**src/rtl/lane_steering_heading_core_macros.svh**
```systemverilog
// Assertion macros for the lane steering heading core.
// Both forms sample on clk and stand down while rst_n is low.
`ifndef LANE_STEERING_HEADING_CORE_MACROS_SVH
`define LANE_STEERING_HEADING_CORE_MACROS_SVH
`ifndef ASSERT_OFF
`define LSH_ASSERT(lbl, prop) \
  lbl: assert property (@(posedge clk) disable iff (!rst_n) prop) \
    else $error("lane steering heading check failed");
`define LSH_ASSERT_IMP(lbl, ante, cons) \
  lbl: assert property (@(posedge clk) disable iff (!rst_n) (ante) |-> (cons)) \
    else $error("lane steering heading check failed");
`else
`define LSH_ASSERT(lbl, prop)
`define LSH_ASSERT_IMP(lbl, ante, cons)
`endif
`endif

```
**src/rtl/lsh_pkg.sv**
```systemverilog
package lsh_pkg;

  localparam int CORDIC_STAGES_DEF = 16;
  localparam int CW                = 48;  // CORDIC x/y width
  localparam int ZW                = 25;  // angle width, Q16 degrees
  localparam int SQW               = 34;  // square root working width

  localparam logic signed [ZW-1:0] DEG90_Q16   = 25'sd5898240;
  localparam logic [14:0]          HEADING_MAX = 15'd23040;
  localparam logic [22:0]          PULSE_DEN   = 23'd6943054;
  localparam logic [33:0]          PULSE_HALF  = 34'd3471527;
  localparam logic [18:0]          PULSE_GAIN  = 19'd500000;
  // floor(2^24 * 500000 / PULSE_DEN); the estimate it gives is low by at most one.
  localparam logic [20:0]          PULSE_RECIP = 21'd1208201;
  // One half in the 2^24 scale of the estimate.
  localparam logic [34:0]          PULSE_RND   = 35'd8388608;

  typedef enum logic [2:0] {
    CFG_OUTLIER_THRESHOLD = 3'd0,
    CFG_SENSOR_SPACING    = 3'd1,
    CFG_LATERAL_GAIN      = 3'd2,
    CFG_MIN_SPEED         = 3'd3,
    CFG_HEADING_LIMIT     = 3'd4
  } cfg_idx_t;

  typedef enum logic [1:0] {
    SIDE_CORDIC = 2'd0,
    SIDE_ZERO   = 2'd1,
    SIDE_POS90  = 2'd2,
    SIDE_NEG90  = 2'd3
  } side_kind_t;

  typedef struct packed {
    side_kind_t kind;
    logic       neg;
  } side_t;

  typedef struct packed {
    logic [41:0] num;
    logic [38:0] xden;
    logic        neg;
    logic        zero;
  } atan_in_t;

  // Arctangent of 2^-i in degrees, Q16.
  function automatic logic signed [ZW-1:0] atan_deg_q16(input logic [4:0] idx);
    logic signed [ZW-1:0] a;
    begin
      case (idx)
        5'd0:  a = 25'sd2949120;
        5'd1:  a = 25'sd1740967;
        5'd2:  a = 25'sd919879;
        5'd3:  a = 25'sd466945;
        5'd4:  a = 25'sd234379;
        5'd5:  a = 25'sd117304;
        5'd6:  a = 25'sd58666;
        5'd7:  a = 25'sd29335;
        5'd8:  a = 25'sd14668;
        5'd9:  a = 25'sd7334;
        5'd10: a = 25'sd3667;
        5'd11: a = 25'sd1833;
        5'd12: a = 25'sd917;
        5'd13: a = 25'sd458;
        5'd14: a = 25'sd229;
        5'd15: a = 25'sd115;
        5'd16: a = 25'sd57;
        5'd17: a = 25'sd29;
        5'd18: a = 25'sd14;
        5'd19: a = 25'sd7;
        5'd20: a = 25'sd4;
        5'd21: a = 25'sd2;
        5'd22: a = 25'sd1;
        default: a = '0;
      endcase
      return a;
    end
  endfunction

endpackage

```
**src/rtl/lsh_sqrt_cell.sv**
```systemverilog
// One step of the bit-pair integer square root, for result bit K.
module lsh_sqrt_cell #(
  parameter int K = 16
) (
  input  logic                   clk,
  input  logic [lsh_pkg::SQW-1:0] v_i,
  input  logic [lsh_pkg::SQW-1:0] res_i,
  output logic [lsh_pkg::SQW-1:0] v_o,
  output logic [lsh_pkg::SQW-1:0] res_o
);

  localparam logic [lsh_pkg::SQW-1:0] BITV = lsh_pkg::SQW'(1) << (2 * K);

  logic [lsh_pkg::SQW-1:0] sum;
  logic                    ge;
  logic [lsh_pkg::SQW-1:0] v_r;
  logic [lsh_pkg::SQW-1:0] res_r;

  always_comb begin
    sum = res_i + BITV;
    ge  = (v_i >= sum);
  end

  always_ff @(posedge clk) begin
    v_r   <= ge ? (v_i - sum) : v_i;
    res_r <= ge ? ((res_i >> 1) + BITV) : (res_i >> 1);
  end

  assign v_o   = v_r;
  assign res_o = res_r;

endmodule

```
**config.mk**
```make
export PLATFORM = sky130hd
export DESIGN_NAME = lsh_sqrt_cell
export DESIGN_NICKNAME = d
export VERILOG_FILES = /design/src/rtl/lane_steering_heading_core_macros.svh /design/src/rtl/lsh_pkg.sv /design/src/rtl/lsh_sqrt_cell.sv
export SDC_FILE = /design/constraint.sdc
export NUM_CORES = 1
export LEC_CHECK = 0
export BUFFER_PORTS_ARGS = -buffer_cell sky130_fd_sc_hd__clkbuf_2
export CAP_MARGIN = 40
export CORE_MARGIN = 4
export CORE_UTILIZATION = 50
export CTS_CLUSTER_SIZE = 28
export DETAILED_ROUTE_END_ITERATION = 8
export PLACE_DENSITY_LB_ADDON = 0.12
export SLEW_MARGIN = 20
export SYNTH_ARGS = -nofsm -noshare
export SYNTH_HDL_FRONTEND = slang
export SYNTH_SLANG_ARGS = --single-unit
```
**constraint.sdc**
```tcl
create_clock -name clk -period 3.8 [get_ports clk]
set_input_delay 0.76 -clock clk [delete_from_list [all_inputs] [get_ports clk]]
set_output_delay 0.76 -clock clk [all_outputs]
set_load 0.02 [all_outputs]
```
After elaboration in Yosys (flattened, before gate mapping)
Cells that the tools add are included.

Output and inout bits: 68. Input port bits: 69. Register bits after elaboration: 68.

Multiplexer cells: 2. Add/sub/neg operators: 3. Magnitude comparators: 1.

Operators by type and width (count): 33-bit by 33-bit adder with 34-bit output, second input constant (1); 34-bit by 33-bit adder with 34-bit output, second input constant (1); 34-bit >= comparator (1); 34-bit 2-to-1 mux (1); 34-bit subtractor (1); 33-bit 2-to-1 mux (1).

Longest topological paths before layout
Depth in word-level cells: 3. Gate-level depth with buffers: 13. Gate-level depth less buffers: 12.

Worst setup path after synthesis
No wires, ideal clock.

Path kind: input to register. From: input port v_i[0] in the netlist's numbering. To: register v_r, in the netlist v_o[10]. Cell stages on the path: 13. Arrival: 3.118 ns. Setup slack: 0.561 ns. Library setup time: 0.121 ns. Cell sequence: inv_1 -> ha_1 -> inv_1 -> fa_1 -> a211oi_2 -> o21ai_1 -> a211oi_1 -> or3_4 -> o21ai_4 -> o21ai_2 -> o211ai_4 -> buf_6 -> mux2_4.

Word-level cells in the longest chain between the ends: 2. Elaborated cells on any way between the ends: 3. Classes of those cells: add/sub (1); order compare (1); mux (1).

Ends and longest elaborated chain: start: declaration (RTL line lsh_sqrt_cell.sv:6) `input logic [lsh_pkg::SQW-1:0] v_i,`; 34-bit subtractor or 34-bit >= comparator (tied branches) (RTL line lsh_sqrt_cell.sv:25, lsh_sqrt_cell.sv:21); 34-bit 2-to-1 mux (*) (RTL line lsh_sqrt_cell.sv:25) `v_r <= ge ? (v_i - sum) : v_i;`; end signal: assignment (RTL line lsh_sqrt_cell.sv:25); end: declaration (RTL line lsh_sqrt_cell.sv:16) `logic [lsh_pkg::SQW-1:0] v_r;`.

Every way passes the cells marked *; elsewhere a longest branch is shown, timed or not. A chain may end at the register's enable or synchronous reset.

Final worst setup path
From: input port v_i[0] in the netlist's numbering. To: register v_r, in the netlist v_o[22].

The elaborated chain is that of the path after synthesis.

==> impl_metrics.yaml <==
clock_tree:
  ctsResizeCount: 0
  clockRootBuffer: "clkbuf_8"
  cts.clk_slew.worst_paths_ns: 0.07
  cts_tree: "built"
  cts_buffers: 9
  cts_setup_buffers: 0
  cts.path.max_buffers: 2
  clock_sinks: 68
  cts_hold_buf: 0
  cts.htree.levels: 3
routing:
  antenna_left: 0
  dr.pass1.iters: 4
  via_per_inst: 5.20
  drtIter0Drc: 120
  wirelength_um: 8980
  avgRoutedWirePerCell_um: 13.9
  via_count: 3365
  drc: 0
cells_and_area:
  fillCellCount: 644
  antenna_cells: 0
  multi_input_area_mm2: 0.00233
  seqCellArea_mm2: 0.00136
  final_nets: 649
  final_cell_mix: "clkbuf_2 (136), dfxtp_1 (68), inv_1 (38), ha_1 (34), a21oi_1 (30)"
  drive_gt1_share_pct: 34.7
  area_delta_synth_final_pct: 23.3
  final_common_cell: "clkbuf_2"
worst_setup_path:
  worstPathRequired_ns: 4.02
  crit_fanout: 23
  setup.worst_path.class: "in -> reg"
  max_stage_delay_ns: 0.43
  path_common_cell: "inv_1"
  start_kind: "primary input"
  critPathCaptureType: "register"
  arrival_ns: 3.50
  crit_path_top_delay_cell: "fa_1"
  path_cells: "clkbuf_2, inv_1, ha_1, inv_1, fa_1, a211oi_2, o21ai_1, a211oi_1, or3_4, o21ai_4, o21ai_2, o211ai_4, buf_4, mux2_4"
grt:
  grtUsageTotal_pct: 19.6
  grt_remaining_overflow: 0
  grt_pass1_wl_um: 14400
  grt_pass1_vias: 3219
  grt_max_degree: 24
  antenna_found_initial: 0
synth:
  synth_enable_flop_cells: 0
  ys_seq_area_share_pct: 34.9
  synth_compound_area_share_pct: 17.7
  synth_seq_cells: 68
  synthMuxAreaShare_pct: 12.3
  synthCells: 408
  synth_top_flop_cell: "dfxtp_1"
  synth_top_area_share_pct: 34.9
  async_flop_share_pct: 0
  syn_area_mm2: 0.00390
  yosys.area.top_type: "dfxtp_1"
  synth_xor_area_share_pct: 6.97
  synth_top_family_by_area: "compound AO/OA/AOI/OAI gates"
  avgSynthCellArea_um2: 9.55
  synthAdderAreaFrac_pct: 11.4
  synth.area.top_cells: "dfxtp_1 (35%), ha_1 (11%), mux2_4 (10%)"
  synth-warning-count: 0
  synth_cell_type_count: 50
  syn-num-nets: 512
  synthSimpleGateAreaFrac_pct: 11.3
pwr:
  ir_drop_mv: 0.253
  p_total_uw: 2110
  power.net_switching_uw: 711
  p_sw_share_pct: 33.7
  p_comb_share_pct: 37.0
  powerDensity_mw_per_mm2: 439
  p_clk_share_pct: 23.4
  intPower_uw: 1400
  p_leak_uw: 0.00247
  seq_power_share_pct: 39.5
worst_hold_path:
  min_path_cells: 1
  hold_class: "in -> reg"
die:
  die_h_um: 96.3
  die_w_um: 96.3
  dieArea_mm2: 0.00927
  rows: 31
  start_util_pct: 52.6
  ios: 137
  coreArea_mm2: 0.00741
placement:
  dp_hpwl_um: 7430
  place.gp.congestion: 0.840
  numPortBuffers: 136
flow_run:
  maxCapViolCount: 0
run_status:
  status: "complete, no violations"
timing:
  tightest_slew_ns: 0.718
  tns_ns: 0
  slew_violations: 0
  hold_viol: 0
  layout_min_cycle_time_ns: 3.28
  clock.fmax_mhz: 305
  post-route-period-util_pct: 86.4
  finalSetupViolCount: 0
  rsz0062_at_grt: "no"
  holdWs_ns: 0.536
  relSlewSlack_pct: 51.5
per-layer routing:
layer,vias to the layer above,routed length (µm),track usage [%]
li1,1721,-,-
met1,1498,4150,26.2
met2,131,3970,30.7
met3,15,715,4.61
met4,0,148,7.24
met5,-,0,0
registers in the layout, indices dropped and copies added, names as in the netlist:
register,cells
res_o,34
v_o,34
worst paths after layout:
path,startpoint,end,slack [ns]
setup / recovery,v_i[0],v_o[22],0.52
hold / removal,res_i[28],res_o[27],0.54
stage by stage:
step / area [µm²] / setup slack [ns] / util, % / instances
global route: 4810 / 0.346 / 64.9 / 647
global placement: 4650 / 0.272 / 62.8 / 633
finish: 4810 / 0.517 / 64.9 / 647
floorplan: 3900 / 0.561 / - / 408
detailed placement: 4650 / 0.184 / 62.8 / 633
CTS: 4810 / 0.530 / 64.9 / 647
power groups by stage:
stage	sequential [µW]	combinational (µW)	clock, µW
final	835	781	495
after global routing	844	852	543
after CTS	835	785	511
after detailed placement	850	782	0
after global placement	851	767	0
after floorplan	974	444	0
worst max-delay path, delay by kind of cell:
| kind | cells | cell delay, ns |
|---|---|---|
| simple gates | 1 | 0.23 |
| buf+inv | 4 | 0.47 |
| mux | 1 | 0.33 |
| compound gates | 6 | 1.09 |
| fa+ha+maj | 2 | 0.60 |
cell usage after synthesis (8+ instances only):
cell type and number:
a21oi_1 30, nand4_1 8, inv_1 38, mux2_4 26
o21ai_0 14, nor2_1 18, a21o_1 15, clkbuf_1 9
dfxtp_1 68, nor3_1 8, xor2_1 10, nand2_1 25
ha_1 34, xnor2_1 21, nand3_1 8
logic make-up after synthesis:
family / Yosys count
AO/OA/AOI/OAI: 101
AND/OR/NAND/NOR: 89
flip-flops: 68
buffers and inverters: 50
adder cells (fa/ha/maj): 35
multiplexers: 34
XOR/XNOR: 31
cell type report:
cell class	count	share of cell area, %
multi-input cells	290	48.4
flip-flops and latches	68	28.3
repair buffers	138	14.5
inverters	38	2.97
clock buffers	11	2.94
well taps	99	2.58
clock inverters	3	0.312
Note: power is estimated with default switching activity, not from simulation.
