===== src/rtl/lane_steering_heading_core_macros.svh =====
// Assertion macros for the lane steering heading core.
// Both forms sample on clk and stand down while rst_n is low.
`ifndef LANE_STEERING_HEADING_CORE_MACROS_SVH
`define LANE_STEERING_HEADING_CORE_MACROS_SVH
`ifndef ASSERT_OFF
`define LSH_ASSERT(lbl, prop) \
  lbl: assert property (@(posedge clk) disable iff (!rst_n) prop) \
    else $error("lane steering heading check failed");
`define LSH_ASSERT_IMP(lbl, ante, cons) \
  lbl: assert property (@(posedge clk) disable iff (!rst_n) (ante) |-> (cons)) \
    else $error("lane steering heading check failed");
`else
`define LSH_ASSERT(lbl, prop)
`define LSH_ASSERT_IMP(lbl, ante, cons)
`endif
`endif


===== src/rtl/lsh_div_cell.sv =====
// One restoring division step: brings in the next dividend bit and
// emits one quotient bit.
module lsh_div_cell #(
  parameter int DW = 16,
  parameter int LW = 17,
  parameter int QW = 17
) (
  input  logic          clk,
  input  logic [DW-1:0] rem_i,
  input  logic [LW-1:0] low_i,
  input  logic [QW-1:0] q_i,
  input  logic [DW-1:0] den_i,
  output logic [DW-1:0] rem_o,
  output logic [LW-1:0] low_o,
  output logic [QW-1:0] q_o
);

  logic [DW:0]   wide;
  logic [DW:0]   diff;
  logic          ge;
  logic [DW-1:0] rem_nxt;
  logic [DW-1:0] rem_r;
  logic [LW-1:0] low_r;
  logic [QW-1:0] q_r;

  always_comb begin
    wide    = {rem_i, low_i[LW-1]};
    diff    = wide - {1'b0, den_i};
    ge      = (wide >= {1'b0, den_i});
    rem_nxt = ge ? diff[DW-1:0] : wide[DW-1:0];
  end

  always_ff @(posedge clk) begin
    rem_r <= rem_nxt;
    low_r <= {low_i[LW-2:0], 1'b0};
    q_r   <= {q_i[QW-2:0], ge};
  end

  assign rem_o = rem_r;
  assign low_o = low_r;
  assign q_o   = q_r;

endmodule


===== config.mk =====
export PLATFORM = sky130hd
export DESIGN_NAME = lsh_div_cell
export DESIGN_NICKNAME = d
export VERILOG_FILES = /design/src/rtl/lane_steering_heading_core_macros.svh /design/src/rtl/lsh_div_cell.sv
export SDC_FILE = /design/constraint.sdc
export NUM_CORES = 1
export LEC_CHECK = 0
export BUFFER_PORTS_ARGS = -buffer_cell sky130_fd_sc_hd__buf_4
export CAP_MARGIN = 30
export CORE_ASPECT_RATIO = 1.4
export CORE_MARGIN = 3
export CORE_UTILIZATION = 40
export DETAILED_ROUTE_END_ITERATION = 8
export PLACE_DENSITY = 0.69
export SYNTH_ARGS = -nofsm -noshare
export SYNTH_HDL_FRONTEND = slang
export SYNTH_SLANG_ARGS = --single-unit

===== constraint.sdc =====
create_clock -name clk -period 3.7 [get_ports clk]
set_input_delay 0.555 -clock clk [delete_from_list [all_inputs] [get_ports clk]]
set_output_delay 0.555 -clock clk [all_outputs]
set_load 0.01 [all_outputs]

=== After elaboration in Yosys (flattened, before gate mapping) ===
Index checks and enable logic that the tools add are counted.

* Order comparisons: 1
* Multiplexer cells: 1
* Add/subtract/negate cells: 1

{| class="wikitable"
|+ Operator list
! cell !! number
|-
| $ge 17x16->1 || 1
|-
| $mux 16 || 1
|-
| $sub 16x16->16 || 1
|}

* Word-level logic and storage cells: 6
* Input port bits: 67
* Bits in registers: 49
* Output and inout port bits: 50

=== Logic depth before layout (Yosys ltp) ===
Gate-level depths: netlist of the first run.

* Word-level depth: 2
* Depth in mapped cells: 10
* Mapped depth without buffers: 9

=== Least setup slack after synthesis of the first run ===
Ideal clock, no wire load.

* Path type: input to register
* Start: input den_i[4]
* End: register rem_r[10] (netlist: rem_o[10])
* Required time: 3.579 ns
* Arrival: 2.443 ns
* Stages on the path: 9
* Library setup time: 0.121 ns
* Setup slack: 1.136 ns
* Path buffers: 1
* Path through: inv_1 > ha_1 > a211oi_1 > o211ai_1 > o21ai_2 > o211ai_2 > a31oi_4 > buf_6 > mux2_4

* Word-level cells in the longest chain between the ends: 2
* Elaborated cells on any way between the ends: 3
* Classes of those cells: 1 x add/sub; 1 x order compare; 1 x mux

{| class="wikitable"
|+ Ends and longest elaborated chain
! item !! line !! text
|-
| start: declaration || lsh_div_cell.sv:12 || <nowiki>input logic [DW-1:0] den_i,</nowiki>
|-
| $sub 16x16->16 / $ge 17x16->1 (equally long branches) || lsh_div_cell.sv:28, lsh_div_cell.sv:29 ||
|-
| $mux 16 * || lsh_div_cell.sv:30 || <nowiki>rem_nxt = ge ? diff[DW-1:0] : wide[DW-1:0];</nowiki>
|-
| named net rem_nxt[10] || lsh_div_cell.sv:21 || <nowiki>logic [DW-1:0] rem_nxt;</nowiki>
|-
| end signal: assignment || lsh_div_cell.sv:34 || <nowiki>rem_r <= rem_nxt;</nowiki>
|-
| end: declaration || lsh_div_cell.sv:22 || <nowiki>logic [DW-1:0] rem_r;</nowiki>
|}

Mark *: on every way through the listed nets, which the timed path passes. The rest lies on a longest branch.

=== Worst setup path in the final report of the first run ===
* Start: input rem_i[4]
* End: register rem_r[7] (netlist: rem_o[7])

* Word-level cells in the longest chain between the ends: 2
* Elaborated cells on any way between the ends: 3
* Classes of those cells: 1 x add/sub; 1 x order compare; 1 x mux

{| class="wikitable"
|+ Ends and longest elaborated chain
! item !! line !! text
|-
| start: declaration || lsh_div_cell.sv:9 || <nowiki>input logic [DW-1:0] rem_i,</nowiki>
|-
| $sub 16x16->16 / $ge 17x16->1 (equally long branches) || lsh_div_cell.sv:28, lsh_div_cell.sv:29 ||
|-
| $mux 16 * || lsh_div_cell.sv:30 ||
|-
| named net rem_nxt[7] || lsh_div_cell.sv:21 ||
|}

Marks and branches as above.

==> results of run 1 <==
through the flow:
stage,setup slack (ns),cells,cell area [sq um],hold WS [ns]
detailed placement,0.6276,380,3042,0.6605
CTS,0.9742,388,3139,0.3317
global placement,0.6852,380,3042,0.6593
finish,1.000,388,3139,0.3450
global route,0.8168,388,3139,0.3200
floorplan,1.136,206,2137,0.5827
worst max-delay path: stages:
cell and delay [ns]:
sky130_fd_sc_hd__buf_4 0.11, sky130_fd_sc_hd__ha_1 0.37, sky130_fd_sc_hd__o21ai_0 0.34, sky130_fd_sc_hd__o211ai_1 0.16, sky130_fd_sc_hd__o21ai_2 0.23, sky130_fd_sc_hd__o211ai_2 0.14
sky130_fd_sc_hd__a31oi_4 0.59, sky130_fd_sc_hd__mux2_2 0.40
registers in the layout, summed over array words and instances (netlist names):
register	cells
q_o	17
low_o	16
rem_o	16
synthesized netlist by cell type:
| cell | number | area [sq um] |
|---|---|---|
| sky130_fd_sc_hd__nand3_1 | 3 | 15.01 |
| sky130_fd_sc_hd__nand4_2 | 1 | 12.51 |
| sky130_fd_sc_hd__buf_4 | 3 | 22.52 |
| sky130_fd_sc_hd__conb_1 | 1 | 3.750 |
| sky130_fd_sc_hd__a21o_1 | 7 | 52.55 |
| sky130_fd_sc_hd__a31oi_4 | 1 | 21.27 |
| sky130_fd_sc_hd__inv_1 | 22 | 82.58 |
| sky130_fd_sc_hd__o211ai_2 | 1 | 12.51 |
| sky130_fd_sc_hd__dfxtp_1 | 49 | 980.9 |
| sky130_fd_sc_hd__mux2_4 | 6 | 90.09 |
| sky130_fd_sc_hd__a21oi_1 | 14 | 70.07 |
| sky130_fd_sc_hd__a32o_1 | 1 | 10.01 |
| sky130_fd_sc_hd__a211oi_1 | 5 | 37.54 |
| sky130_fd_sc_hd__clkbuf_2 | 1 | 5.000 |
| sky130_fd_sc_hd__nor2b_1 | 3 | 18.77 |
| sky130_fd_sc_hd__or4_4 | 1 | 11.26 |
| sky130_fd_sc_hd__a21boi_0 | 2 | 15.01 |
| sky130_fd_sc_hd__mux2i_1 | 2 | 20.02 |
| sky130_fd_sc_hd__o22ai_1 | 1 | 6.260 |
| sky130_fd_sc_hd__a211o_1 | 1 | 8.760 |
| sky130_fd_sc_hd__buf_6 | 1 | 11.26 |
| sky130_fd_sc_hd__xor2_1 | 3 | 26.28 |
| sky130_fd_sc_hd__a311o_1 | 1 | 10.01 |
| sky130_fd_sc_hd__nor3b_1 | 1 | 7.510 |
| sky130_fd_sc_hd__nand2_1 | 8 | 30.03 |
| sky130_fd_sc_hd__o31ai_1 | 1 | 7.510 |
| sky130_fd_sc_hd__o211a_1 | 1 | 10.01 |
| sky130_fd_sc_hd__xnor2_1 | 6 | 52.55 |
| sky130_fd_sc_hd__o31a_1 | 2 | 17.52 |
| sky130_fd_sc_hd__nand3b_1 | 1 | 7.510 |
| sky130_fd_sc_hd__o21ai_0 | 12 | 60.06 |
| sky130_fd_sc_hd__nand4_1 | 2 | 12.51 |
| sky130_fd_sc_hd__o21ai_2 | 1 | 8.760 |
| sky130_fd_sc_hd__o211ai_1 | 1 | 7.510 |
| sky130_fd_sc_hd__nor3_1 | 1 | 5.000 |
| sky130_fd_sc_hd__ha_1 | 16 | 200.2 |
| sky130_fd_sc_hd__mux2_2 | 7 | 78.83 |
| sky130_fd_sc_hd__fa_1 | 1 | 20.02 |
| sky130_fd_sc_hd__o21a_1 | 3 | 22.52 |
| sky130_fd_sc_hd__nor2_1 | 12 | 45.04 |
logic make-up (layout without fill, tap and decap cells):
kind of cell	count (synthesis)	in the layout	share of synthesized area [%]
muxes	15	15	8.841
adders and majority gates	17	17	10.30
and+or+nand+nor	33	33	7.728
other	1	1	0.1755
AOI/OAI and AO/OA	55	55	17.68
xor gates and xnor gates	9	9	3.689
DFF	49	49	45.90
buffers and inverters	27	145	5.679
per-layer routing:
metal / vias to the layer above / global-route usage, % / share of wire, %
met1: 843 / 15.68 / 35
met4: 0 / 6.468 / 1.9
li1: 950 / - / -
met2: 72 / 29.81 / 54
met3: 7 / 4.490 / 9.2
met5: - / 0 / 0
layout make-up:
type | instances | area [sq um] | area share [%]
sequential | 49 | 980.9 | 31.25
multi-input combinational | 130 | 1035 | 32.96
tap | 64 | 80.08 | 2.551
timing repair buffer | 115 | 863.3 | 27.50
clock buffer | 5 | 68.82 | 2.192
inverter | 22 | 82.58 | 2.631
clock inverter | 3 | 28.78 | 0.9167
worst min path at each step:
stage,startpoint,end,depth (start not counted)
3_5_place_dp,low_i[15],low_o[16]$_DFF_P_,1
3_3_place_gp,q_i[3],q_o[4]$_DFF_P_,1
6_report,low_i[15],low_o[16]$_DFF_P_,1
2_1_floorplan,low_i[9],low_o[10]$_DFF_P_,0
4_1_cts,q_i[10],q_o[11]$_DFF_P_,1
5_1_grt,low_i[1],low_o[2]$_DFF_P_,1
where the power goes:
part	switching, mW	total (mW)	internal, mW
logic	0.164	0.374	0.210
clock network	0.191	0.332	0.141
registers	0.0144	0.598	0.583
total	0.369	1.30	0.935
==> flow_metrics.env, run 1 <==
export IMPL_maxSlewViolCount=0
export IMPL_final_setup_tns_ns=0
export IMPL_reported_max_cap_violation_count=0
export IMPL_most_frequent_cells_in_the_layout="sky130_fd_sc_hd__buf_4 (115), sky130_fd_sc_hd__dfxtp_1 (49), sky130_fd_sc_hd__inv_1 (22)"
export IMPL_maximum_number_of_pins_on_one_net_before_global_route_repair=19
export IMPL_timing_setup_critical_path_class="in -> reg"
export IMPL_n_antenna_cell=0
export IMPL_mappedNetlistArea_sq_um=2137
export IMPL_postRouteWirelength_microns=4957
export IMPL_gp_routability_congestion=0.8094
export IMPL_route_detailed_wl_per_inst_microns=12.78
export IMPL_starting_density_of_the_core_pct=42.81
export IMPL_drt_first_iter_violations=44
export IMPL_postSynthCellCount=206
export IMPL_post_layout_total_power_mw=1.304
export IMPL_timing_max_slew_rel_slack_pct=56.19
export IMPL_timing_final_crit_share_pct=72.96
export IMPL_synth_net_count=290
export IMPL_crit_path_end_kind="flop"
export IMPL_yosys_warnings=0
export IMPL_timing_critical_path_fanout_max=16
export IMPL_postCtsResizedCells=0
export IMPL_timing_critical_path_from="rem_i[4]"
export IMPL_nNetsFinal=407
export IMPL_number_of_global_route_vias_before_repair=1814
export IMPL_postSynthRegisterBits=49
export IMPL_io_pin_count=117
export IMPL_place_port_buffers=114
export IMPL_netlist_cell_type_count=40
export IMPL_design_core_area_sq_um=4992
export IMPL_clock_sinks=49
export IMPL_postRouteAntennaNets=0
export IMPL_synth_yosys_seq_area_share_pct=45.90
export IMPL_cp_arrival_ns=2.90
export IMPL_fmax_mhz=370.4
export IMPL_cts_hold_buffers=0
export IMPL_mostFrequentLayoutCell="sky130_fd_sc_hd__buf_4"
export IMPL_grt_antenna_before_repair=0
export IMPL_total_leakage_power_nw=1.579
export IMPL_tritoncts="done"
export IMPL_grt_pass1_wl_microns=7748
export IMPL_critical_path_startpoint_type="input port"
export IMPL_detail_route_drc_violations=0
export IMPL_ir_worst_vdd_v=0.0002009
export IMPL_die_width_microns=67.78
export IMPL_die_height_microns=92.49
export IMPL_postCtsSetupBuffers=0
export IMPL_firstDrtPassIters=4
export IMPL_routed_via_density=4.825
export IMPL_utilization_after_layout_pct=62.88
export IMPL_dieArea_sq_um=6268
export IMPL_h_tree_depth=2
export IMPL_crit_end="rem_o[7]$_DFF_P_"
export IMPL_dr_total_vias=1872
export IMPL_run_status="finished, final reports clean"
export IMPL_final_min_clock_period_ns=2.700
export IMPL_grt_util_all_layers_pct=15.92
export IMPL_cts_root_buffer="sky130_fd_sc_hd__clkbuf_8"
export IMPL_number_of_buffers_inserted_during_clock_tree_synthesis=5
export IMPL_hold_path_class="in -> reg"
export IMPL_synthesis_area_per_instance_sq_um=10.37
export IMPL_worstMarginPinSlew_ns=0.6571
export IMPL_finalHoldViolCount=0
export IMPL_crit_required_ns=3.90
export IMPL_cts_path_max_buffers=2
export IMPL_dp_hpwl_microns=4159
export IMPL_area_growth_pct=46.90
export IMPL_setup_viol_count_final=0
export IMPL_clkTransAtPathRegs_ns=0.10
export IMPL_grt_remaining_overflow=0
export IMPL_std_cell_rows=30
export IMPL_rsz0062_at_grt="false"
export IMPL_pwr_density_cell_nw_per_um2=415.4
export IMPL_fillers=469
export IMPL_drive_above_1_share_pct=43.52
(Power assumes the default switching activity.)
==> run 2: changes to the inputs <==
Settings changed: PLACE_DENSITY 0.69 to 0.72.
Clock period 3.7 ns to 2.2 ns, I/O delays scaled along.
==> run 2 against run 1 <==
Net effect:
- die area unchanged
- non-clock buffer count up 36
- first-iteration DRC count up 86%
- core utilization up 8.0 points
==> flow_metrics.env, run 2 (same netlist as run 1, synthesis figures left out) <==
export IMPL_multi_input_comb_area_sq_um=1139
export IMPL_postLayoutSetupSlackWorst_ns=0.09272
export IMPL_design_core_area_sq_um=4992
export IMPL_pwr_share_seq_pct=41.9
export IMPL_clock_power_share_pct=26.6
export IMPL_clock_sinks=49
export IMPL_setup_viol_count_final=0
export IMPL_std_cell_rows=30
export IMPL_grt_remaining_overflow=0
export IMPL_number_of_buffers_inserted_during_clock_tree_synthesis=5
export IMPL_fraction_of_power_spent_switching_nets_pct=26.67
export IMPL_largest_reg_flops=17
export IMPL_timing_critical_path_fanout_max=4
export IMPL_timing_max_slew_rel_slack_pct=64.98
export IMPL_reported_max_cap_violation_count=0
export IMPL_crit_path_end_kind="flop"
export IMPL_cp_arrival_ns=2.29
export IMPL_postRouteAntennaNets=0
export IMPL_mostFrequentLayoutCell="sky130_fd_sc_hd__buf_4"
export IMPL_route_detailed_wl_per_inst_microns=13.23
export IMPL_grt_util_all_layers_pct=18.32
export IMPL_rsz0062_at_grt="false"
export IMPL_fmax_mhz=474.5
export IMPL_dr_total_vias=2027
export IMPL_timing_final_crit_share_pct=95.79
export IMPL_grt_antenna_before_repair=0
export IMPL_critical_path_startpoint_type="input port"
export IMPL_cts_root_buffer="sky130_fd_sc_hd__clkbuf_8"
export IMPL_power_net_switching_mw=0.6397
export IMPL_hold_path_startpoint="low_i[1]"
export IMPL_postCtsSetupBuffers=0
export IMPL_utilization_after_layout_pct=70.88
export IMPL_firstDrtPassIters=4
export IMPL_maximum_number_of_pins_on_one_net_before_global_route_repair=16
export IMPL_area_growth_pct=65.57
export IMPL_final_min_clock_period_ns=2.107
export IMPL_register_cell_area_after_layout_sq_um=980.9
export IMPL_detail_route_drc_violations=0
export IMPL_comb_power_share_pct=31.5
export IMPL_timing_critical_path_from="low_i[16]"
export IMPL_dieArea_sq_um=6268
export IMPL_run_status="finished, final reports clean"
export IMPL_worstHoldEndpoint="low_o[2]$_DFF_P_"
export IMPL_finalHoldViolCount=0
export IMPL_io_pin_count=117
export IMPL_maxSlewViolCount=0
export IMPL_min_delay_path_depth=1
export IMPL_fillers=416
export IMPL_cts_path_max_buffers=2
export IMPL_intPower_mw=1.758
export IMPL_die_width_microns=67.78
export IMPL_grt_pass1_wl_microns=8652
export IMPL_post_layout_total_power_mw=2.398
export IMPL_most_frequent_cells_in_the_layout="sky130_fd_sc_hd__buf_4 (150), sky130_fd_sc_hd__dfxtp_1 (49), sky130_fd_sc_hd__inv_1 (20)"
export IMPL_worstMarginPinSlew_ns=0.5198
export IMPL_die_height_microns=92.49
export IMPL_place_port_buffers=114
export IMPL_postRouteWirelength_microns=5598
export IMPL_h_tree_depth=2
export IMPL_nNetsFinal=443
export IMPL_starting_density_of_the_core_pct=42.81
export IMPL_drive_above_1_share_pct=52.65
export IMPL_dp_hpwl_microns=4745
export IMPL_crit_required_ns=2.39
export IMPL_timing_setup_critical_path_class="in -> reg"
export IMPL_total_leakage_power_nw=1.763
export IMPL_hold_path_class="in -> reg"
export IMPL_dp_slack_ns=-0.2329
export IMPL_drt_first_iter_violations=82
export IMPL_number_of_global_route_vias_before_repair=1953
export IMPL_ir_worst_vdd_v=0.0004878
export IMPL_cts_hold_buffers=0
export IMPL_postCtsResizedCells=0
export IMPL_pwr_density_cell_nw_per_um2=677.7
export IMPL_tritoncts="done"
export IMPL_n_antenna_cell=0
export IMPL_clkTransAtPathRegs_ns=0.09
export IMPL_routed_via_density=4.792
export IMPL_gp_routability_congestion=0.8408
==> run 2: cell count changes in the layout (fill, tap and decap cells not counted), moves of 2 or more <==
cell | previous run | this run
sky130_fd_sc_hd__a21oi_2 | 0 | 2
sky130_fd_sc_hd__a211oi_2 | 0 | 2
sky130_fd_sc_hd__a21oi_1 | 14 | 12
sky130_fd_sc_hd__buf_4 | 115 | 150
sky130_fd_sc_hd__ha_1 | 16 | 10
sky130_fd_sc_hd__ha_4 | 0 | 5
sky130_fd_sc_hd__inv_1 | 22 | 20
sky130_fd_sc_hd__a211oi_1 | 5 | 3
==> run 2: how the worst max path moves through the flow <==
stage	endpoint	slack, ns	cells after the start
after floorplan	rem_o[10]$_DFF_P_	0.0009	8
after global placement	rem_o[12]$_DFF_P_	-0.21	10
after detailed placement	rem_o[12]$_DFF_P_	-0.23	10
after CTS	rem_o[12]$_DFF_P_	0.07	10
after global routing	rem_o[12]$_DFF_P_	0.008	11
final	rem_o[12]$_DFF_P_	0.09	11
==> run 2: critical path: stages <==
cell                       delay [ns]
sky130_fd_sc_hd__buf_4           0.07
sky130_fd_sc_hd__inv_1           0.04
sky130_fd_sc_hd__ha_1            0.22
sky130_fd_sc_hd__fa_1            0.38
sky130_fd_sc_hd__nor2b_1         0.17
sky130_fd_sc_hd__o31ai_1         0.12
sky130_fd_sc_hd__a211oi_2        0.22
sky130_fd_sc_hd__buf_4           0.16
sky130_fd_sc_hd__nor2_1          0.06
sky130_fd_sc_hd__a32o_1          0.24
sky130_fd_sc_hd__o31a_1          0.27
==> run 2: through the flow <==
step | cell area, sq um | hold WS [ns] | setup TNS (ns) | std cells
global route | 3538 | 0.1014 | 0 | 423
detailed placement | 3423 | 0.4354 | -1.418 | 415
global placement | 3423 | 0.4345 | -1.464 | 415
finish | 3538 | 0.1273 | 0 | 423
floorplan | 2260 | 0.3577 | 0 | 206
CTS | 3531 | 0.1167 | 0 | 422
==> run 2: layer usage <==
metal  GRT usage, %  up-vias  wire, microns
li1               -     1015              -
met1          17.43      943           1956
met2          35.50       64           3203
met3          5.825        5            377
met4          5.473        0             61
met5              0        -              0
==> run 2: cell type report <==
type	count	area share, %
inverter	22	2.405
clock buffer	5	1.945
tap	64	2.263
timing repair buffer	151	32.39
multi-input combinational	130	32.18
clock inverter	2	1.096
sequential	49	27.72
==> run 2: power by group through the flow <==
stage	sequential, mW	combinational, mW	clock [mW]
global placement	1.02	0.745	0
detailed placement	1.03	0.760	0
CTS	1.01	0.762	0.664
global route	1.01	0.823	0.700
floorplan	1.08	0.340	0
finish	1.00	0.755	0.638
