[config.mk]
export PLATFORM = sky130hd
export DESIGN_NAME = lsh_cordic_cell
export DESIGN_NICKNAME = d
export VERILOG_FILES = /design/src/rtl/lane_steering_heading_core_macros.svh /design/src/rtl/lsh_pkg.sv /design/src/rtl/lsh_cordic_cell.sv
export SDC_FILE = /design/constraint.sdc
export NUM_CORES = 1
export LEC_CHECK = 0
export BUFFER_PORTS_ARGS = -buffer_cell sky130_fd_sc_hd__buf_2
export CORE_ASPECT_RATIO = 0.9
export CORE_MARGIN = 4
export CORE_UTILIZATION = 38
export DETAILED_ROUTE_END_ITERATION = 10
export PLACE_DENSITY_LB_ADDON = 0.15
export RECOVER_POWER = 50
export SLEW_MARGIN = 20
export SYNTH_ARGS = -nofsm -noshare
export SYNTH_HDL_FRONTEND = slang
export SYNTH_SLANG_ARGS = --single-unit
[constraint.sdc]
create_clock -name clk -period 3.06 [get_ports clk]
set_input_delay 0 -clock clk [delete_from_list [all_inputs] [get_ports clk]]
set_output_delay 0 -clock clk [all_outputs]
set_load 0.02 [all_outputs]
[src/rtl/lane_steering_heading_core_macros.svh]
// Assertion macros for the lane steering heading core.
// Both forms sample on clk and stand down while rst_n is low.
`ifndef LANE_STEERING_HEADING_CORE_MACROS_SVH
`define LANE_STEERING_HEADING_CORE_MACROS_SVH
`ifndef ASSERT_OFF
`define LSH_ASSERT(lbl, prop) \
  lbl: assert property (@(posedge clk) disable iff (!rst_n) prop) \
    else $error("lane steering heading check failed");
`define LSH_ASSERT_IMP(lbl, ante, cons) \
  lbl: assert property (@(posedge clk) disable iff (!rst_n) (ante) |-> (cons)) \
    else $error("lane steering heading check failed");
`else
`define LSH_ASSERT(lbl, prop)
`define LSH_ASSERT_IMP(lbl, ante, cons)
`endif
`endif

[src/rtl/lsh_pkg.sv]
package lsh_pkg;

  localparam int CORDIC_STAGES_DEF = 16;
  localparam int CW                = 48;  // CORDIC x/y width
  localparam int ZW                = 25;  // angle width, Q16 degrees
  localparam int SQW               = 34;  // square root working width

  localparam logic signed [ZW-1:0] DEG90_Q16   = 25'sd5898240;
  localparam logic [14:0]          HEADING_MAX = 15'd23040;
  localparam logic [22:0]          PULSE_DEN   = 23'd6943054;
  localparam logic [33:0]          PULSE_HALF  = 34'd3471527;
  localparam logic [18:0]          PULSE_GAIN  = 19'd500000;
  // floor(2^24 * 500000 / PULSE_DEN); the estimate it gives is low by at most one.
  localparam logic [20:0]          PULSE_RECIP = 21'd1208201;
  // One half in the 2^24 scale of the estimate.
  localparam logic [34:0]          PULSE_RND   = 35'd8388608;

  typedef enum logic [2:0] {
    CFG_OUTLIER_THRESHOLD = 3'd0,
    CFG_SENSOR_SPACING    = 3'd1,
    CFG_LATERAL_GAIN      = 3'd2,
    CFG_MIN_SPEED         = 3'd3,
    CFG_HEADING_LIMIT     = 3'd4
  } cfg_idx_t;

  typedef enum logic [1:0] {
    SIDE_CORDIC = 2'd0,
    SIDE_ZERO   = 2'd1,
    SIDE_POS90  = 2'd2,
    SIDE_NEG90  = 2'd3
  } side_kind_t;

  typedef struct packed {
    side_kind_t kind;
    logic       neg;
  } side_t;

  typedef struct packed {
    logic [41:0] num;
    logic [38:0] xden;
    logic        neg;
    logic        zero;
  } atan_in_t;

  // Arctangent of 2^-i in degrees, Q16.
  function automatic logic signed [ZW-1:0] atan_deg_q16(input logic [4:0] idx);
    logic signed [ZW-1:0] a;
    begin
      case (idx)
        5'd0:  a = 25'sd2949120;
        5'd1:  a = 25'sd1740967;
        5'd2:  a = 25'sd919879;
        5'd3:  a = 25'sd466945;
        5'd4:  a = 25'sd234379;
        5'd5:  a = 25'sd117304;
        5'd6:  a = 25'sd58666;
        5'd7:  a = 25'sd29335;
        5'd8:  a = 25'sd14668;
        5'd9:  a = 25'sd7334;
        5'd10: a = 25'sd3667;
        5'd11: a = 25'sd1833;
        5'd12: a = 25'sd917;
        5'd13: a = 25'sd458;
        5'd14: a = 25'sd229;
        5'd15: a = 25'sd115;
        5'd16: a = 25'sd57;
        5'd17: a = 25'sd29;
        5'd18: a = 25'sd14;
        5'd19: a = 25'sd7;
        5'd20: a = 25'sd4;
        5'd21: a = 25'sd2;
        5'd22: a = 25'sd1;
        default: a = '0;
      endcase
      return a;
    end
  endfunction

endpackage

[src/rtl/lsh_cordic_cell.sv]
// One CORDIC vectoring step with floor shifts, driving y toward zero.
module lsh_cordic_cell #(
  parameter int IDX = 0
) (
  input  logic                         clk,
  input  logic signed [lsh_pkg::CW-1:0] x_i,
  input  logic signed [lsh_pkg::CW-1:0] y_i,
  input  logic signed [lsh_pkg::ZW-1:0] z_i,
  output logic signed [lsh_pkg::CW-1:0] x_o,
  output logic signed [lsh_pkg::CW-1:0] y_o,
  output logic signed [lsh_pkg::ZW-1:0] z_o
);

  logic signed [lsh_pkg::CW-1:0] xs;
  logic signed [lsh_pkg::CW-1:0] ys;
  logic signed [lsh_pkg::ZW-1:0] ang;
  logic signed [lsh_pkg::CW-1:0] x_r;
  logic signed [lsh_pkg::CW-1:0] y_r;
  logic signed [lsh_pkg::ZW-1:0] z_r;

  always_comb begin
    xs  = x_i >>> IDX;
    ys  = y_i >>> IDX;
    ang = lsh_pkg::atan_deg_q16(5'(IDX));
  end

  always_ff @(posedge clk) begin
    if (!y_i[lsh_pkg::CW-1]) begin
      x_r <= x_i + ys;
      y_r <= y_i - xs;
      z_r <= z_i + ang;
    end else begin
      x_r <= x_i - ys;
      y_r <= y_i + xs;
      z_r <= z_i - ang;
    end
  end

  assign x_o = x_r;
  assign y_o = y_r;
  assign z_o = z_r;

endmodule

After elaboration in Yosys (flattened, before gate mapping)
Cells that the tools add are included.
- add/sub/neg operators: 5
- muxes and demuxes: 3
- operator list (kind ; count):
    2-to-1 mux 48 bit ; 2
    subtractor 48 bit ; 2
    adder 48 bit ; 1
    adder 25 x 23 -> 25 bit, second input constant ; 1
    2-to-1 mux 25 bit ; 1
    subtractor 25 x 23 -> 25 bit, second input constant ; 1
- flip-flop bits (word level): 121
- logic and storage cells: 11

Logic depth before layout (Yosys ltp)
Gate-level depths: netlist of the first run.
- depth in word-level cells: 2
- depth in mapped cells: 14
- depth with buffers taken out: 13

Worst setup path before layout of the first run
No wires, ideal clock.
- kind: input port to flip-flop
- start: input x_i[0] (netlist bit)
- end: register x_r (netlist bit x_o[40])
- setup time: 130 ps
- arrival time: 2397 ps
- path slack: 533 ps
- stages: 12
- path through: ha_1 fa_1 nor2b_1 o211a_1 o21ai_1 o21ai_2 o311ai_2 a2111oi_2 nand3b_1 a311oi_1 mux2i_1 xnor2_1
- word-level cells in the longest chain between the ends: 2
- elaborated cells on any way between the ends: 3
- classes of those cells: 2 x add/sub; 1 x mux
- ends and longest elaborated chain (what ; RTL line ; RTL):
    start, declared ; lsh_cordic_cell.sv:6 ; input logic signed [lsh_pkg::CW-1:0] x_i,
    adder 48 bit or subtractor 48 bit (tied branches) ; lsh_cordic_cell.sv:29, lsh_cordic_cell.sv:33 ;
    2-to-1 mux 48 bit (*) ; lsh_cordic_cell.sv:28 ; if (!y_i[lsh_pkg::CW-1]) begin
    end signal, assigned ; lsh_cordic_cell.sv:29 ; x_r <= x_i + ys;
    end signal, assigned ; lsh_cordic_cell.sv:33 ; x_r <= x_i - ys;
    end, declared ; lsh_cordic_cell.sv:17 ; logic signed [lsh_pkg::CW-1:0] x_r;
Mark *: on every way between the ends. The rest lies on a longest branch, timed or not.

Worst setup path in the final report of the first run
- start: input x_i[32] (netlist bit)
- end: register x_r (netlist bit x_o[45])
The elaborated chain is that of the path after synthesis.

==> results.toml, run 1 <==
[outcome]
status = "finished, final reports clean"

[clock_tree]
cts-htree-levels = 4
cts_buffers = 17
root_buffer = "clkbuf_16"
post_cts_buffers = 0
cts_sinks = 120
clkSlewWorstSetupHoldPaths_ps = 70
cts_buffer_depth = 2
cts_tree = "yes"

[timing]
worst_pin_slew_ps = 797
finalHoldViolations = 0
slew_violations = 0
fmax_ghz = 0.346
period_needed_ps = 2890
rsz0062_at_grt = "no"
finalSetupTns_ps = 0
timing.final.crit_share_pct = 94.4
relSlewSlack_pct = 46.4
finalSetupViolCount = 0

[synthesis]
syn_nets = 1864
synth-compound-area-share_pct = 30.5
synth-main-ff-cell = "dfxtp_1"
yosys_register_bits = 120
synth_edf_count = 0
synth_warnings = 0
seq_area_frac_synth_pct = 20.3
synth-simple-area-share_pct = 16.0
syn_area_mm2 = 0.0118
async_flop_share_pct = 0
synth_xor_area_share_pct = 7.40
syn_inst = 1590
synth_top_family_by_area = "compound AO/OA/AOI/OAI gates"
synth_cell_types = 83
synthMuxAreaShare_pct = 1.62
yosys.area_share.adder_pct = 16.3
syn_area_per_cell_um2 = 7.45

[die]
start_util_pct = 38.4
die_y_um = 175
boundaryPins = 243
fp.dieW_um = 194
core_mm2 = 0.0308
rows = 61
dieArea_mm2 = 0.0340

[pwr]
p_leak_nw = 7.28
seqPwrFrac_pct = 26.8
finalPower_mw = 7.54
clkPwrFrac_pct = 28.6
power_frac_comb_pct = 44.6
power.internal_mw = 4.38
power.density_mw_per_mm2 = 491
p_sw_share_pct = 41.9
vdd_ir_drop_max_uv = 411
switchingPower_mw = 3.16

[global_route]
grt_max_degree = 127
grt_pass1_vias = 12900
grt_antenna_before_repair = 0
overflow = 0
grt_pass1_wl_mm = 74.7
grt_usage_pct = 27.7

[flow_run]
cap_violations = 0

[drt]
postRouteAntennaNets = 0
drc = 0
firstDrtPassIters = 6
drt_iter0_drc = 1351
wirelength_mm = 49.2
vias_per_cell = 5.49
vias = 13200
wire_per_inst_um = 20.5

[final_layout]
antennaDiodeCount = 0
final_common_cell = "a21oi_1"
seqCellArea_mm2 = 0.00240
area_growth_syn_to_layout_pct = 29.8
fin_nets = 2257
final_cell_mix = "a21oi_1, buf_4, inv_1, ha_1, buf_2"
fin_cells = 2405
nFillCells = 3189
multiInputGateArea_mm2 = 0.00850
drive_gt1_share_pct = 19.3

[place]
place_congestion = 1.00
io_buffer_count = 242
placed_cells = 2343
place_hpwl_mm = 40.1

[setup_path]
startpoint_type = "input pin"
crit_path_start = "x_i[32]"
cp.arrival_ps = 3270
critPathRequiredTime_ps = 3440
end_kind = "flop"
cp_max_fo = 5
path_class = "input pin to flop"

[worst_hold_path]
worst_hold_path_type = "input pin to flop"
hp-start = "y_i[47]"
hold_depth = 4
[registers in the layout, indices dropped and copies added (netlist names)]
| signal | count |
|---|---|
| x_o | 47 |
| y_o | 48 |
| z_o | 25 |
[critical path, cell delays in order]
cell and delay, ps:
buf_2 100, inv_1 40, ha_1 380, inv_1 120
a21oi_1 480, o31ai_1 220, nor4b_1 580, nand3_1 280
buf_4 220, a31oi_2 210, nor3_1 80, nor3_1 380
xor2_1 180
[per-stage QoR]
stage	util [%]	worst slack, ps	hold WS, ps	cell area, um2
after floorplan	-	533	27.7	11800
after global placement	47.3	-159	102	14600
after detailed placement	47.3	-185	104	14600
after CTS	50.2	269	6.65	15500
after global routing	49.8	54.7	39.4	15400
final	49.8	172	22.3	15400
[kinds of logic after synthesis]
family,count (synthesis)
AOI/OAI and AO/OA,570
DFF,120
muxes,19
adders and majority gates,152
and+or+nand+nor,391
buffers and inverters,238
xor gates and xnor gates,100
[final timing paths]
kind / endpoint
worst max-delay path: x_o[45]
worst min-delay path: z_o[17]
[cells in the mapped netlist (11+ instances only)]
cell type,n,area share (%)
buf_1,11,0.35
nor3_1,23,0.97
or3_1,13,0.69
xor2_1,17,1.3
inv_1,154,4.9
nand2_1,85,2.7
a21o_1,47,3.0
nand2b_1,14,0.74
o211ai_1,19,1.2
nor2b_1,23,1.2
nand3_1,28,1.2
nor2_1,131,4.2
dfxtp_1,120,20
nor4_1,17,0.90
buf_2,16,0.68
o21bai_1,47,3.0
a31oi_1,13,0.69
o21ai_0,108,4.6
xnor2_1,83,6.1
a211oi_1,14,0.89
ha_1,148,16
clkbuf_1,44,1.4
o31ai_1,13,0.82
a21oi_1,210,8.9
mux2i_1,18,1.5
[power by group through the flow]
stage	Combinational, mW	Sequential (mW)	Clock, mW
floorplan	1.53	2.46	0
global placement	3.34	2.05	0
detailed placement	3.34	2.05	0
CTS	3.40	2.01	2.21
global route	3.61	2.05	2.27
finish	3.36	2.02	2.15
[per-layer routing]
layer	global-route usage [%]	vias to the layer above	share of wire, %
li1	-	6384	-
met1	39.4	6182	47
met2	43.3	569	43
met3	5.43	74	7.6
met4	7.06	0	2.2
met5	0	-	0
[final cells by class]
class                           instances  area share [%]
Multi-Input combinational cell       1232            55.3
Timing Repair Buffer                  449            17.8
Sequential cell                       120            15.6
Inverter                              163            3.98
Tap cell                              409            3.33
Clock buffer                           17            2.77
Clock inverter                         15            1.17
[what timing repair did]
action | in CTS | in global routing
hold buffers | 30 | 0
resized for setup | 0 | 0
endpoints found under the hold margin | 28 | 0
Power figures use the tool's default switching activity.
==> run 2, diff against run 1 <==
--- a/config.mk
+++ b/config.mk
@@ -5,10 +5,13 @@
 export SDC_FILE = /design/constraint.sdc
 export NUM_CORES = 1
 export LEC_CHECK = 0
+export ABC_AREA = 1
 export BUFFER_PORTS_ARGS = -buffer_cell sky130_fd_sc_hd__buf_2
+export CELL_PAD_IN_SITES_DETAIL_PLACEMENT = 2
+export CELL_PAD_IN_SITES_GLOBAL_PLACEMENT = 2
 export CORE_ASPECT_RATIO = 0.9
 export CORE_MARGIN = 4
-export CORE_UTILIZATION = 38
+export CORE_UTILIZATION = 30
 export DETAILED_ROUTE_END_ITERATION = 10
 export PLACE_DENSITY_LB_ADDON = 0.15
 export RECOVER_POWER = 50
==> run 2 against run 1 <==
Net effect: combinational power rose by 11%; sequential power shrank 4%; highest routed layer unchanged; global-route usage is 2.6 points higher; fmax is essentially flat; routed wire length is 75% higher; design area rose by 19%; synthesized cell count increased by 79%; synthesized area is 32% higher; critical path type unchanged; worst hold slack gained 50 ps; final cell count up 58%; die area increased by 64%; first-iteration DRC count shrank 30%.
==> results.toml, run 2 <==
[outcome]
status = "finished, final reports clean"

[final_layout]
seqCellArea_mm2 = 0.00240
final_cell_mix = "nand2_1, inv_1, nand3_1, nor2_1, ha_1"
drive_gt1_share_pct = 10.2
stdcell_area_mm2 = 0.0182
area_growth_syn_to_layout_pct = 16.8
final_common_cell = "nand2_1"
fin_nets = 3383
largest_register_ffs = 48
antennaDiodeCount = 0
nFillCells = 6745
multiInputGateArea_mm2 = 0.0106

[flow_run]
cap_violations = 0

[setup_path]
cp_top_family = "buffers and inverters"
path_cells = "dlygate4sd3_1 > buf_2 > inv_1 > ha_1 > nand2_1 > inv_1 > nand2_1 > nand2_2 > nand2_1 > nand2_1 > nand2_1 > nand2_2 > nand2_1 > nand3_1 > nand2_1 > nand2_1 > nand2_1 > nand2_1 > dlygate4sd3_1"
cp.arrival_ps = 3280
path_buf_inv = 5
cp_slowest_cell = "dlygate4sd3_1"
path_class = "input pin to flop"
startpoint_type = "input pin"
cp_max_fo = 5
critPathRequiredTime_ps = 3450
end_kind = "flop"
path_common_cell = "nand2_1"
crit_path_start = "x_i[1]"
slowest_delay_ps = 540

[drt]
postRouteAntennaNets = 0
drc = 0
wirelength_mm = 86.0
drt_iter0_drc = 949
wire_per_inst_um = 22.6
vias = 19200
vias_per_cell = 5.06
firstDrtPassIters = 5

[synthesis]
synth.area.top_cells = "nand2_1, dfxtp_1, inv_1, ha_1, nand3_1"
synth.most_common_cell = "nand2_1"
syn_area_mm2 = 0.0156
synth_top_area_share_pct = 24.7
yosys-top-cells-count = "nand2_1, inv_1, nand3_1"
synth_edf_count = 0
synth_warnings = 0
async_flop_share_pct = 0
syn_nets = 3128
syn_inst = 2854
seq_area_frac_synth_pct = 15.4
synth-main-ff-cell = "dfxtp_1"
yosysTopAreaCell = "nand2_1"
yosys_register_bits = 120
synth_cell_types = 36
syn_area_per_cell_um2 = 5.46

[place]
place_hpwl_mm = 73.1
place_congestion = 0.915
dpl-instance-area_mm2 = 0.0174
io_buffer_count = 242

[pwr]
vdd_ir_drop_max_uv = 493
p_leak_nw = 10.5
power.density_mw_per_mm2 = 427

[clock_tree]
cts_buffer_depth = 2
cts_sinks = 120
clkSlewWorstSetupHoldPaths_ps = 70
root_buffer = "clkbuf_16"
cts_buffers = 17
cts_tree = "yes"
cts-htree-levels = 4

[timing]
relSlewSlack_pct = 43.7
slew_violations = 0
finalHoldViolations = 0
finalSetupTns_ps = 0
period_needed_ps = 2890
finalSetupViolCount = 0
fmax_ghz = 0.346
timing.final.crit_share_pct = 94.5
rsz0062_at_grt = "no"
worst_pin_slew_ps = 844

[global_route]
grt_pass1_vias = 20800
grt_usage_pct = 30.3
grt_pass1_wl_mm = 126
overflow = 0
grt_max_degree = 98
grt_antenna_before_repair = 1

[worst_hold_path]
hold_end = "z_o[21]"
hold_depth = 4
hp-start = "z_i[21]"
worst_hold_path_type = "input pin to flop"

[die]
dieArea_mm2 = 0.0557
rows = 78
die_y_um = 224
boundaryPins = 243
core_mm2 = 0.0509
start_util_pct = 30.6
fp.dieW_um = 248
run 2: cell types whose count changed after synthesis, moves of 23 or more:
cell / before / now
a21o_1: 47 / 2
a21oi_1: 210 / 127
buf_4: 3 / 29
clkbuf_1: 44 / 10
inv_1: 154 / 552
nand2_1: 85 / 1026
nand2_2: 0 / 30
nand3_1: 28 / 231
nand4_1: 10 / 39
nor2_1: 131 / 230
nor2_2: 0 / 40
nor2b_1: 23 / 0
o21ai_0: 108 / 78
xnor2_1: 83 / 3
run 2: kinds of logic after synthesis:
kind of cell	synth area share, %
AND/OR/NAND/NOR	43.7
buffers and inverters	16.7
AO/OA/AOI/OAI	9.78
adder cells (fa/ha/maj)	12.4
flip-flops	15.4
XOR/XNOR	2.02
run 2: how the worst max path moves through the flow:
| stage | end | cells after the start | slack [ps] |
|---|---|---|---|
| floorplan | x_o[32] | 15 | 1440 |
| finish | y_o[47] | 19 | 170 |
| global placement | x_o[32] | 16 | 80 |
| global route | y_o[47] | 19 | 40 |
| CTS | x_o[32] | 16 | 20 |
| detailed placement | x_o[32] | 16 | 20 |
run 2: cell type report:
| class | instances | share of cell area (%) |
|---|---|---|
| Clock buffer | 21 | 2.58 |
| Sequential cell | 120 | 13.2 |
| Tap cell | 680 | 4.67 |
| Timing Repair Buffer | 301 | 8.89 |
| Clock inverter | 11 | 0.625 |
| Inverter | 577 | 11.9 |
| Multi-Input combinational cell | 2092 | 58.1 |
run 2: what timing repair did:
action,4_1_cts,5_1_grt
endpoints found under the hold margin,35,0
buffers inserted,0,0
hold buffers,32,0
gates resized for setup,0,3
endpoints found under the setup margin,0,3
run 2: tightest hold or removal path, stage by stage:
cell and delay (ps):
buf_2 80, ha_1 190, inv_1 90, xor2_1 170
run 2: per-stage QoR:
| stage | power, mW | hold WS, ps | util, % | worst slack, ps | instances |
|---|---|---|---|---|---|
| after CTS | 7.82 | 46.7 | 36.0 | 24.3 | 3802 |
| after global routing | 8.23 | 97.2 | 35.7 | 37.2 | 3802 |
| final | 7.78 | 72.8 | 35.7 | 169 | 3802 |
| after global placement | 5.50 | 103 | 34.2 | 81.5 | 3738 |
| after detailed placement | 5.62 | 104 | 34.2 | 21.9 | 3738 |
| after floorplan | 4.15 | 27.7 | - | 1440 | 2854 |
run 2: power by group:
part | internal, mW | leakage (nW) | switching (mW) | total (mW)
sequential | 1.83 | 1.01 | 0.101 | 1.93
clock | 1.19 | 0.277 | 0.947 | 2.14
combinational | 0.997 | 9.16 | 2.72 | 3.72
total | 4.02 | 10.5 | 3.77 | 7.78
run 2: metal layers:
metal  part of all wire (%)  GRT usage (%)  wire length [um]  vias to the layer above
met2                     48           52.8             41100                      423
met1                     46           39.8             40000                     9544
met4                    2.2           7.53              1880                        0
li1                       -              -                 -                     9161
met3                    3.6           3.49              3090                       92
met5                      0              0                 0                        -
==> run 3, diff against run 2 <==
--- a/config.mk
+++ b/config.mk
@@ -14,7 +14,6 @@
 export CORE_UTILIZATION = 30
 export DETAILED_ROUTE_END_ITERATION = 10
 export PLACE_DENSITY_LB_ADDON = 0.15
-export RECOVER_POWER = 50
 export SLEW_MARGIN = 20
 export SYNTH_ARGS = -nofsm -noshare
 export SYNTH_HDL_FRONTEND = slang
==> run 3 against run 2 <==
Net effect: combinational power up 2%; largest power group unchanged; flip-flop and latch count unchanged; highest routed layer unchanged; global-route usage unchanged; clock power about the same; critical path depth unchanged; design area up 0.74%; power up 0.71%.
==> results.toml, run 3 (synthesis gave the netlist of run 2 again) <==
[final_layout]
fin_nets = 3383
drive_gt1_share_pct = 13.6
final_cell_mix = "nand2_1, inv_1, buf_2, nand3_1, nor2_1"
largest_register_ffs = 48
final_common_cell = "nand2_1"
area_growth_syn_to_layout_pct = 17.7
postLayoutCoreUtil_pct = 36.0
fin_cells = 3804

[global_route]
grt_max_degree = 98
grt_pass1_wl_mm = 126
grt_usage_pct = 30.3
grt_pass1_vias = 20800
overflow = 0
grt_antenna_before_repair = 1

[drt]
vias_per_cell = 5.05
postRouteAntennaNets = 0
wire_per_inst_um = 22.6
firstDrtPassIters = 5
wirelength_mm = 86.1
vias = 19200
drc = 0
met1Wirelength_mm = 40.1
wl_met2_mm = 41.2
met3_length_mm = 3.02
top_layer_used = "met4"
drt_iter0_drc = 978

[timing]
finalSetupTns_ps = 0
rsz0062_at_grt = "no"
relSlewSlack_pct = 41.0
slew_violations = 0
timing.final.crit_share_pct = 94.7
worst_pin_slew_ps = 886
finalSetupViolCount = 0
finalHoldViolations = 0
fmax_ghz = 0.345
period_needed_ps = 2900

[pwr]
power.density_mw_per_mm2 = 427
switchingPower_mw = 3.76
p_leak_nw = 10.7
p_sw_share_pct = 48.0
power.internal_mw = 4.08
power_frac_comb_pct = 48.2
seqPwrFrac_pct = 24.5
vdd_ir_drop_max_uv = 492
clkPwrFrac_pct = 27.2

[setup_path]
critPathRequiredTime_ps = 3450
crit_path_start = "x_i[1]"
path_class = "input pin to flop"
cp.arrival_ps = 3290
cp_slowest_cell = "dlygate4sd3_1"
cp_max_fo = 5
path_common_cell = "nand2_1"
startpoint_type = "input pin"
slowest_delay_ps = 550
end_kind = "flop"
path_cells = "dlygate4sd3_1 > buf_2 > inv_1 > ha_1 > nand2_1 > inv_1 > nand2_1 > nand2_2 > nand2_1 > nand2_1 > nand2_1 > nand2_2 > nand2_1 > nand3_1 > nand2_1 > nand2_1 > nand2_1 > nand2_1 > dlygate4sd3_1"

[clock_tree]
root_buffer = "clkbuf_16"
cts-htree-levels = 4
cts_sinks = 120
post_cts_buffers = 0
clkSlewWorstSetupHoldPaths_ps = 60
cts_buffer_depth = 2
cts_tree = "yes"
cts_buffers = 17

[place]
place_hpwl_mm = 73.1
io_buffer_count = 242
place_congestion = 0.915
placed_cells = 3738

[die]
core_mm2 = 0.0509
rows = 78
boundaryPins = 243
start_util_pct = 30.6
die_y_um = 224
fp.dieW_um = 248
dieArea_mm2 = 0.0557

[worst_hold_path]
hp-start = "z_i[21]"
worst_hold_path_type = "input pin to flop"

[outcome]
status = "finished, final reports clean"

[flow_run]
cap_violations = 0
==> run 3: changes by cell type in the layout (fill, tap and decap cells not counted), sizes merged <==
| cell | change |
|---|---|
| diode | +2 |
| buf | +104 |
| clkbuf | -104 |
==> run 3: per-layer routing <==
metal  vias to the layer above  GRT usage (%)
li1                       9161              -
met1                      9546           39.8
met2                       415           52.8
met3                        85           3.49
met4                         0           7.53
met5                         -              0
==> run 3: final cells by class <==
| type | count | area, um2 |
|---|---|---|
| tap | 680 | 851 |
| sequential | 120 | 2400 |
| multi-input combinational | 2092 | 10600 |
| clock buffer | 21 | 470 |
| antenna | 2 | 5.00 |
| inverter | 577 | 2170 |
| timing repair buffer | 301 | 1750 |
| fill | 6694 | 32600 |
| clock inverter | 11 | 114 |
==> run 3: worst paths after layout <==
kind,end,slack (ps),cells past startpoint
max,y_o[47],160,19
min,z_o[21],70,4
==> run 3: critical path: cells and delay by family <==
| family | cells | cell delay, ps |
|---|---|---|
| AND/OR/NAND/NOR | 13 | 1470 |
| adder cells (fa/ha/maj) | 1 | 340 |
| buffers and inverters | 5 | 1480 |
==> run 3: power by group through the flow <==
| stage | sequential (mW) | clock [mW] | combinational [mW] |
|---|---|---|---|
| after floorplan | 2.27 | 0 | 1.88 |
| after global placement | 1.95 | 0 | 3.56 |
| after detailed placement | 1.95 | 0 | 3.67 |
| after CTS | 1.92 | 2.17 | 3.73 |
| after global routing | 1.95 | 2.25 | 4.09 |
| final | 1.92 | 2.14 | 3.78 |
==> run 3: stage by stage <==
stage	hold slack, ps	instance area, um2	setup WS (ps)	total power [mW]
after floorplan	27.7	15600	1440	4.15
after global placement	103	17400	81.5	5.50
after detailed placement	104	17400	21.9	5.62
after CTS	46.7	18300	24.3	7.82
after global routing	97.2	18300	37.2	8.29
final	69.8	18300	162	7.84
==> run 3: timing repair <==
action,4_1_cts,5_1_grt
endpoints found under the setup margin,0,3
hold buffers,32,0
resized for setup,0,3
endpoints found under the hold margin,35,0
